$ cat src/design/dkfx_pkg.sv
package dkfx_pkg;

    localparam int KIND_W    = 2;
    localparam int BYTE_W    = 8;
    localparam int KEY_IDX_W = 6;
    localparam int CFG_W     = 7;
    localparam int CFG_IDX_W = 1;
    localparam int TUSER_W   = KIND_W + 1;
    localparam int S_TDATA_W = 16;
    localparam int M_TDATA_W = BYTE_W;

    localparam logic [KIND_W-1:0] KIND_DATA  = 2'd0;
    localparam logic [KIND_W-1:0] KIND_KEY_A = 2'd1;
    localparam logic [KIND_W-1:0] KIND_KEY_B = 2'd2;

    localparam logic [CFG_IDX_W-1:0] REG_KEY_A_LEN = 1'b0;
    localparam logic [CFG_IDX_W-1:0] REG_KEY_B_LEN = 1'b1;

    localparam logic [CFG_W-1:0] LEN_RESET = 7'd1;

    typedef logic [BYTE_W-1:0] byte_t;

endpackage

$ cat src/design/dual_key_feedback_xor_cipher_core.sv
// An accepted data item is registered in stage s1 with its key bytes, then in m_data_reg.
// Throughput: one item per cycle unless the output stalls on m_tready.
// The key stores are read once per data item at accept; key-write items produce no result.
// Reset (aresetn low, synchronous) empties the pipeline, clears the feedback and both key
// positions and sets both key lengths to 1; the key stores keep their contents.
module dual_key_feedback_xor_cipher_core import dkfx_pkg::*; #(
    parameter int KEY_DEPTH = 64
) (
    input  logic                  aclk,
    input  logic                  aresetn,
    input  logic                  s_tvalid,
    output logic                  s_tready,
    input  logic [S_TDATA_W-1:0]  s_tdata,   // [7:0] data_byte, [13:8] key_index, [15:14] zero
    input  logic [TUSER_W-1:0]    s_tuser,   // [1:0] kind, [2] new_record
    output logic                  m_tvalid,
    input  logic                  m_tready,
    output logic [M_TDATA_W-1:0]  m_tdata,   // [7:0] out_byte
    input  logic                  cfg_valid,
    output logic                  cfg_ready,
    input  logic [CFG_IDX_W-1:0]  cfg_index,
    input  logic [CFG_W-1:0]      cfg_data
);

    localparam int PW = (KEY_DEPTH > 1) ? $clog2(KEY_DEPTH) : 1;
    localparam int LW = (PW + 1 > CFG_W) ? PW + 1 : CFG_W;
    localparam int IW = (PW > KEY_IDX_W) ? PW : KEY_IDX_W;

    byte_t key_a_mem [KEY_DEPTH];
    byte_t key_b_mem [KEY_DEPTH];

    logic [CFG_W-1:0] len_a_reg, len_b_reg;
    logic [PW-1:0]    pos_a_reg, pos_b_reg;
    logic [PW-1:0]    pos_a_next, pos_b_next;
    logic [PW-1:0]    cur_a, cur_b;
    byte_t            fb_reg, fb_next, fb_cur;
    logic             s1_valid_reg, s1_fresh_reg;
    byte_t            s1_byte_reg, ka_reg, kb_reg;
    logic             m_valid_reg;
    byte_t            m_data_reg;

    logic [KIND_W-1:0]    in_kind;
    logic                 in_fresh;
    byte_t                in_byte;
    logic [KEY_IDX_W-1:0] in_idx;
    logic [IW-1:0]        idx_ext;
    logic [PW-1:0]        wr_addr;
    logic                 idx_ok;
    logic                 fire_in, data_in, adv;
    logic [2*BYTE_W-1:0]  prod;

    function automatic logic [PW-1:0] step_pos(input logic [PW-1:0] pos,
                                               input logic [CFG_W-1:0] len);
        logic [LW-1:0] eff;
        logic [LW-1:0] nxt;
        eff = LW'(len);
        if (eff == '0) begin
            eff = LW'(1);
        end else if (eff > LW'(KEY_DEPTH)) begin
            eff = LW'(KEY_DEPTH);
        end
        nxt = LW'(pos) + LW'(1);
        if (nxt >= eff) begin
            nxt = '0;
        end
        return nxt[PW-1:0];
    endfunction

    assign in_kind  = s_tuser[KIND_W-1:0];
    assign in_fresh = s_tuser[KIND_W];
    assign in_byte  = s_tdata[BYTE_W-1:0];
    assign in_idx   = s_tdata[BYTE_W+KEY_IDX_W-1:BYTE_W];
    assign idx_ext  = IW'(in_idx);
    assign wr_addr  = idx_ext[PW-1:0];
    assign idx_ok   = LW'(in_idx) < LW'(KEY_DEPTH);

    assign adv      = !m_valid_reg || m_tready;
    assign s_tready = !s1_valid_reg || adv;
    assign fire_in  = s_tvalid && s_tready;
    assign data_in  = fire_in && (in_kind == KIND_DATA);

    assign cur_a      = in_fresh ? '0 : pos_a_reg;
    assign cur_b      = in_fresh ? '0 : pos_b_reg;
    assign pos_a_next = step_pos(cur_a, len_a_reg);
    assign pos_b_next = step_pos(cur_b, len_b_reg);

    assign fb_cur  = s1_fresh_reg ? '0 : fb_reg;
    assign prod    = ka_reg * kb_reg;
    assign fb_next = fb_cur + prod[BYTE_W-1:0];

    assign cfg_ready = 1'b1;
    assign m_tvalid  = m_valid_reg;
    assign m_tdata   = m_data_reg;

    always_ff @(posedge aclk) begin
        if (fire_in && idx_ok && (in_kind == KIND_KEY_A)) begin
            key_a_mem[wr_addr] <= in_byte;
        end
        if (fire_in && idx_ok && (in_kind == KIND_KEY_B)) begin
            key_b_mem[wr_addr] <= in_byte;
        end
        if (data_in) begin
            ka_reg       <= key_a_mem[cur_a];
            kb_reg       <= key_b_mem[cur_b];
            s1_byte_reg  <= in_byte;
            s1_fresh_reg <= in_fresh;
        end
        if (adv && s1_valid_reg) begin
            m_data_reg <= s1_byte_reg ^ ka_reg ^ kb_reg ^ fb_cur;
        end
    end

    always_ff @(posedge aclk) begin
        if (!aresetn) begin
            len_a_reg    <= LEN_RESET;
            len_b_reg    <= LEN_RESET;
            pos_a_reg    <= '0;
            pos_b_reg    <= '0;
            fb_reg       <= '0;
            s1_valid_reg <= 1'b0;
            m_valid_reg  <= 1'b0;
        end else begin
            if (cfg_valid && cfg_ready) begin
                case (cfg_index)
                    REG_KEY_A_LEN: len_a_reg <= cfg_data;
                    REG_KEY_B_LEN: len_b_reg <= cfg_data;
                    default: ;
                endcase
            end
            if (data_in) begin
                pos_a_reg <= pos_a_next;
                pos_b_reg <= pos_b_next;
            end
            if (adv && s1_valid_reg) begin
                fb_reg <= fb_next;
            end
            if (s_tready) begin
                s1_valid_reg <= data_in;
            end
            if (adv) begin
                m_valid_reg <= s1_valid_reg;
            end
        end
    end

endmodule

$ cat config.mk
export PLATFORM = sky130hd
export DESIGN_NAME = dual_key_feedback_xor_cipher_core
export DESIGN_NICKNAME = d
export VERILOG_FILES = /design/src/design/dkfx_pkg.sv /design/src/design/dual_key_feedback_xor_cipher_core.sv
export SDC_FILE = /design/constraint.sdc
export NUM_CORES = 2
export LEC_CHECK = 0
export ABC_CLOCK_PERIOD_IN_PS = 9100
export BUFFER_PORTS_ARGS = -buffer_cell sky130_fd_sc_hd__buf_2
export CAP_MARGIN = 20
export CORE_AREA = 4 4 415 253
export CTS_CLUSTER_DIAMETER = 60
export DETAILED_ROUTE_END_ITERATION = 8
export DIE_AREA = 0 0 419 257
export GPL_TIMING_DRIVEN = 0
export MAX_ROUTING_LAYER = met4
export PLACE_DENSITY_LB_ADDON = 0.05
export SLEW_MARGIN = 20
export SYNTH_ARGS = -nofsm -noshare
export SYNTH_HDL_FRONTEND = slang
export SYNTH_SLANG_ARGS = --single-unit
$ cat constraint.sdc
create_clock -name aclk -period 9.1 [get_ports aclk]
set_input_delay 0.91 -clock aclk [delete_from_list [all_inputs] [get_ports aclk]]
set_output_delay 0.91 -clock aclk [all_outputs]
set_load 0.02 [all_outputs]
Word-level counts from Yosys, hierarchy flattened:

Memories as Yosys holds them, arrays and structs flattened. A register that Yosys moved wholly into a read port is not among the register bits.
Cells that the tools add are included.
W data, S select, Z words.

* bits in registers: 53
* RAM bits: 1024
* input bits: 32
* output and inout bits: 11
* logic and storage cells: 53
* memories kept: 2

* add/sub/neg operators: 3
* multiply operators: 1
* magnitude comparators: 4
* eq/ne operators: 2
* mux-type cells: 13
* bitwise gates (word level): 4
* reduce and logical (&&, ||, !) cells: 14

Memory list
* key_a_mem: words 64, bits a word 8, read ports 1, clocked after Yosys merged registers in 1, wr ports 1, line dual_key_feedback_xor_cipher_core.sv:28 `byte_t key_a_mem [KEY_DEPTH];`
* key_b_mem: words 64, bits a word 8, read ports 1, clocked after Yosys merged registers in 1, wr ports 1, line dual_key_feedback_xor_cipher_core.sv:29 `byte_t key_b_mem [KEY_DEPTH];`

Operators by type and width (number)
* $mux W7: 4
* $mux W6: 4
* $xor A8 B8 Y8: 3
* $add A6 B1 Y7 const B: 2
* $ge A7 B7 Y1: 2
* $gt A7 B7 Y1 const B: 2
* $logic_not A7 Y1: 2
* $add A8 B8 Y8: 1
* $mul A8 B8 Y8: 1
* $mux W8: 1
* $logic_and A1 B1 Y1: 5
* $mux W1: 4
* $reduce_and A2 Y1: 2
* $eq A2 B1 Y1 const B: 1
* $eq A2 B2 Y1 const B: 1
* $logic_not A1 Y1: 2
* $logic_not A2 Y1: 1
* $logic_or A1 B1 Y1: 2
* $not A1 Y1: 1

Depth between registers and ports, before layout:

* depth after elaboration: 7
* depth in mapped cells: 19
* depth with buffers taken out: 18

Least setup slack after synthesis:

OpenSTA, ideal clock, no wires.

* path type: register to register
* start: register s1_fresh_reg
* end: register fb_reg[7]
* setup time: 0.115 ns
* data arrival time: 3.681 ns
* required time: 8.985 ns
* slack: 5.305 ns
* cell stages (with the launch flop): 15
* buffers on the path: 0
* period minus slack after synthesis: 3.795 ns
* path through: edfxtp_1 -> nand2b_1 -> fa_1 -> fa_1 -> inv_1 -> fa_1 -> inv_1 -> fa_1 -> inv_1 -> ha_1 -> a21oi_1 -> xnor2_1 -> xnor2_1 -> o21ai_0 -> and2_1

* cells in the longest elaborated chain, start to end: 2

RTL lines
* start: declaration: line dual_key_feedback_xor_cipher_core.sv:36 `logic s1_valid_reg, s1_fresh_reg;`
* start signal: assignment: line dual_key_feedback_xor_cipher_core.sv:105 `s1_fresh_reg <= in_fresh;`
* $mux W8: line dual_key_feedback_xor_cipher_core.sv:86 `assign fb_cur = s1_fresh_reg ? '0 : fb_reg;`
* $add A8 B8 Y8: line dual_key_feedback_xor_cipher_core.sv:88 `assign fb_next = fb_cur + prod[BYTE_W-1:0];`
* end signal: assignment: line dual_key_feedback_xor_cipher_core.sv:134 `fb_reg <= fb_next;`
* end: declaration: line dual_key_feedback_xor_cipher_core.sv:35 `byte_t fb_reg, fb_next, fb_cur;`

Every way passes these cells.
A chain may end at the register's enable or synchronous reset.

Worst setup path after layout:

* start: input port s_tuser[2]
* end: register pos_b_reg[4]

* cells in the longest elaborated chain, start to end: 4

RTL lines
* start: declaration: line dual_key_feedback_xor_cipher_core.sv:14 `input logic [TUSER_W-1:0] s_tuser,`
* $mux W6 *: line dual_key_feedback_xor_cipher_core.sv:82 `assign cur_b = in_fresh ? '0 : pos_b_reg;`
* $add A6 B1 Y7 *: line dual_key_feedback_xor_cipher_core.sv:61 `nxt = LW'(pos) + LW'(1);`
* $ge A7 B7 Y1: line dual_key_feedback_xor_cipher_core.sv:62 `if (nxt >= eff) begin`
* $mux W6 *: line dual_key_feedback_xor_cipher_core.sv:62
* end signal: assignment: line dual_key_feedback_xor_cipher_core.sv:131 `pos_b_reg <= pos_b_next;`
* end: declaration: line dual_key_feedback_xor_cipher_core.sv:32 `logic [PW-1:0] pos_a_reg, pos_b_reg;`

Mark *: on every way between the ends. The rest lies on a longest branch, timed or not.

==> flow_summary.rst <==
.. list-table::
   :header-rows: 1

   * - Metric
     - Value
   * - WHS
     - 0.465 ns
   * - Placer congestion estimate
     - 0.916
   * - Placed cell area
     - 47,600 um2
   * - Floorplan Core Area
     - 102,000 um2
   * - Crit path capture type
     - flop
   * - WL per Instance
     - 30.9 um
   * - Area taken by multi-input logic gates
     - 11,600 um2
   * - Post-CTS resize count
     - 0
   * - Final Cycle Share
     - 0.504
   * - Async S/R FF share, synth
     - 0
   * - Core Util, Final
     - 0.501
   * - Post-route standard cell area excluding fillers
     - 50,900 um2
   * - Distinct cells, synth
     - 71
   * - Net switching power of the design
     - 2.21 mW
   * - Arrival time worst endpoint
     - 5.20 ns
   * - Clock buffer depth
     - 3
   * - Total die area
     - 108,000 um2
   * - Share of Yosys cell area claimed by the top area cell type
     - 0.700
   * - Number of instances in the placed design
     - 4,355
   * - Total detailed-routing wirelength
     - 141 mm
   * - RR Startpoint
     - s1_fresh_reg$_DFFE_PP_
   * - Run status
     - completed
   * - Slew Limit Fails
     - 0
   * - Gr usage total
     - 0.268
   * - Via Count
     - 27,400
   * - Data required time at the worst endpoint
     - 9.71 ns
   * - Worst-Skew Late Latency
     - 0.70 ns
   * - Hold Vio Cnt, Final
     - 0
   * - Flops & latches, synth
     - 1,093
   * - Vias in the first global route
     - 26,300
   * - Yosys Warn Count
     - 0
   * - EDFF count, synth
     - 1,057
   * - Hold buffers post-CTS
     - 0
   * - Sum of overflow across all layers after global routing
     - 0
   * - CTS tree
     - yes
   * - Number of nets in the final layout
     - 3,196
   * - Number of violations of the max-capacitance limit
     - 0
   * - Share of total power consumed by net switching
     - 0.215
   * - Maximum fanout count along the critical path
     - 10
   * - Registers with the highest flip-flop counts
     - key_a_mem: 512 flops, key_b_mem: 512 flops
   * - Post-Synthesis Mean Instance Area
     - 15.3 um2
   * - # setup viols final
     - 0
   * - Pin count of the biggest net entering global routing
     - 93
   * - Die extent in x
     - 419 um
   * - Combined flip-flop and latch cell area
     - 32,500 um2
   * - CP max-delay cell
     - clkbuf_1
   * - Synthesized netlist net count
     - 3,039
   * - Detail Route Antenna Nets
     - 0
   * - Power density cells
     - 201 nW/um2
   * - Floorplan row count
     - 91
   * - Shortest period the worst path allows
     - 4.58 ns
   * - Crit path top cell by count
     - clkbuf_1
   * - Fillers
     - 8,589
   * - HPWL Detailed
     - 98.4 mm
   * - Top library cells by usage in the layout, fill and taps aside
     - 1,057 x edfxtp_1, 231 x nor2_1, 192 x mux2i_1
   * - Area growth from synthesis to layout
     - 12.4%
   * - Root Driver
     - clkbuf_16
   * - Worst hold path class
     - flop to flop
   * - Most area-hungry cell type in the Yosys netlist
     - edfxtp_1
   * - Commonest non-fill, non-tap cell in the layout
     - edfxtp_1
   * - Delay of the slowest critical-path stage
     - 0.78 ns
   * - Synth area leaders
     - edfxtp_1 70%, mux2i_1 4.2%, a21oi_1 2.0%
   * - Sequential share of power
     - 0.541
   * - R2R setup slack
     - 4.95 ns
   * - Largest voltage drop on the vdd net
     - 148 uV
   * - Number of cells on the worst hold path
     - 2
   * - Number of optimization iterations in the first detailed-route pass
     - 5
   * - Fraction of final layout cells with drive strength greater than 1
     - 0.144
   * - Via/cell ratio
     - 6.01
   * - Die extent in y
     - 257 um
   * - Post CTS Setup Buffer Count
     - 0
   * - Maximum clock rate
     - 218 MHz
   * - Most frequently used flop master after synthesis
     - edfxtp_1
   * - Setup clock skew after layout
     - 0.0211 ns
   * - Logic pwr share
     - 0.042
   * - Reg2reg end
     - fb_reg[7]$_SDFFE_PN0P_
   * - Worst-margin pin slew
     - 1.10 ns
   * - Post-synthesis sequential area ratio
     - 0.716
   * - Total clock sinks
     - 1,093
   * - Category of the most critical setup path
     - input port to flop
   * - Ordered cell list for the critical path
     - buf_2, buf_6, inv_4, clkbuf_1, clkbuf_1, nand2_1, clkbuf_1, nor3_1, ha_1, a21oi_1, o21ai_0, or4_1, a21boi_0
   * - Number of remaining DRC errors
     - 0
   * - First-pass GRT wire length
     - 197 mm
   * - Clock transition at the registers of the reported paths
     - 0.06 ns
   * - H-tree Lvls
     - 3
   * - Sum Neg Setup Slack
     - 0 ns
   * - Syn Inst Count
     - 2,956
   * - Startpoint of the tightest hold check path
     - fb_reg[5]$_SDFFE_PN0P_
   * - Clock group share of total power
     - 0.417
   * - Total standard cell area after synthesis
     - 45,300 um2
   * - Buffers added on ports
     - 34
   * - Cell internal pwr
     - 8.04 mW
   * - Kind of start point of the critical path
     - input port
   * - Unrepaired setup endpoints after global routing
     - no
   * - Initial Util
     - 0.446
   * - Non-filler instance count after layout
     - 4,551
   * - Number of antenna violations at the first check in global routing
     - 15
   * - Num ports
     - 43
   * - Static power due to leakage
     - 16.1 nW
   * - Initial DRC Count
     - 3,153
   * - Worst Reg-to-Reg Cells
     - 14
   * - Max-Slew Margin vs Limit
     - 0.259
   * - Hold endpoint
     - fb_reg[5]$_SDFFE_PN0P_
   * - TritonCTS buffer count
     - 104
## Yosys cell counts, drive strengths merged, types with 3 or more instances
library cell	instances
edfxtp	1057
nor2	231
mux2i	192
a21oi	179
nand2	159
buf	119
o22ai	85
nor2b	80
mux2	79
o21ai	71
clkbuf	69
inv	65
a221oi	63
nand3	45
dfxtp	36
xnor2	36
ha	33
a221o	32
o221ai	28
and2	27
mux4	26
o311ai	21
nand2b	19
fa	18
a22oi	16
a211o	15
a21boi	14
o32ai	13
a31oi	12
xor2	12
a211oi	11
a21o	9
nor4	8
o2111ai	8
a2111oi	7
and3	7
o211ai	7
nor3b	6
o22a	6
o41ai	6
nand3b	3
nor3	3
o31ai	3
or2	3
## area by class of cell
class / count / share of cell area
Antenna cell: 8 / 0.000393
Inverter: 66 / 0.00496
Clock inverter: 66 / 0.0113
Timing Repair Buffer: 51 / 0.0110
Buffer: 188 / 0.0207
Tap cell: 1348 / 0.0331
Multi-Input combinational cell: 1609 / 0.228
Clock buffer: 122 / 0.0534
Sequential cell: 1093 / 0.637
## per-stage QoR
stage | total power, mW | setup slack [ns]
2_1_floorplan | 5.84 | 5.30
3_3_place_gp | 6.06 | 3.92
3_5_place_dp | 6.07 | 3.94
4_1_cts | 10.3 | 4.69
5_1_grt | 10.5 | 4.38
6_report | 10.2 | 4.52
## cells by family (layout without fill, tap and decap cells)
family / after synthesis / after routing / synth area share
flip-flops: 1093 / 1093 / 0.716
AO/OA/AOI/OAI: 610 / 610 / 0.0924
AND/OR/NAND/NOR: 601 / 601 / 0.0610
multiplexers: 297 / 297 / 0.0749
buffers and inverters: 254 / 493 / 0.0286
adder cells (fa/ha/maj): 51 / 51 / 0.0171
XOR/XNOR: 49 / 49 / 0.00977
other: 1 / 9 / 0.0000827
## worst max-delay path, delay by kind of cell
| family | cells | cell delay, ns |
|---|---|---|
| fa+ha+maj | 1 | 0.31 |
| simple gates | 3 | 1.13 |
| buf+inv | 6 | 2.26 |
| compound gates | 3 | 0.55 |
## power by group through the flow
stage,registers [mW],logic [mW],clock network [mW]
floorplan,5.65,0.191,0
global placement,5.66,0.401,0
detailed placement,5.65,0.424,0
CTS,5.54,0.425,4.34
global route,5.54,0.455,4.55
finish,5.54,0.428,4.28
## per-layer routing
layer | part of all wire | wire, um | up-vias | global-route usage
met5 | 0 | 0 | - | -
met4 | 0.021 | 2910 | 0 | 0.0513
met3 | 0.13 | 18800 | 193 | 0.118
met2 | 0.38 | 54100 | 1388 | 0.335
met1 | 0.46 | 65100 | 14000 | 0.400
li1 | - | - | 11800 | -
## how the worst max path moves through the flow
| stage | from | end | slack [ns] | cells after the start |
|---|---|---|---|---|
| after floorplan | s1_fresh_reg$_DFFE_PP_ | fb_reg[7]$_SDFFE_PN0P_ | 5.30 | 14 |
| final | s_tuser[2] | pos_b_reg[4]$_SDFFE_PN0P_ | 4.52 | 13 |
| after detailed placement | s_tuser[2] | pos_b_reg[4]$_SDFFE_PN0P_ | 3.94 | 13 |
| after global routing | s_tuser[2] | pos_b_reg[4]$_SDFFE_PN0P_ | 4.38 | 13 |
| after global placement | s_tuser[2] | pos_b_reg[4]$_SDFFE_PN0P_ | 3.92 | 13 |
| after CTS | s_tuser[2] | pos_b_reg[4]$_SDFFE_PN0P_ | 4.69 | 13 |
(Power assumes the default switching activity.)
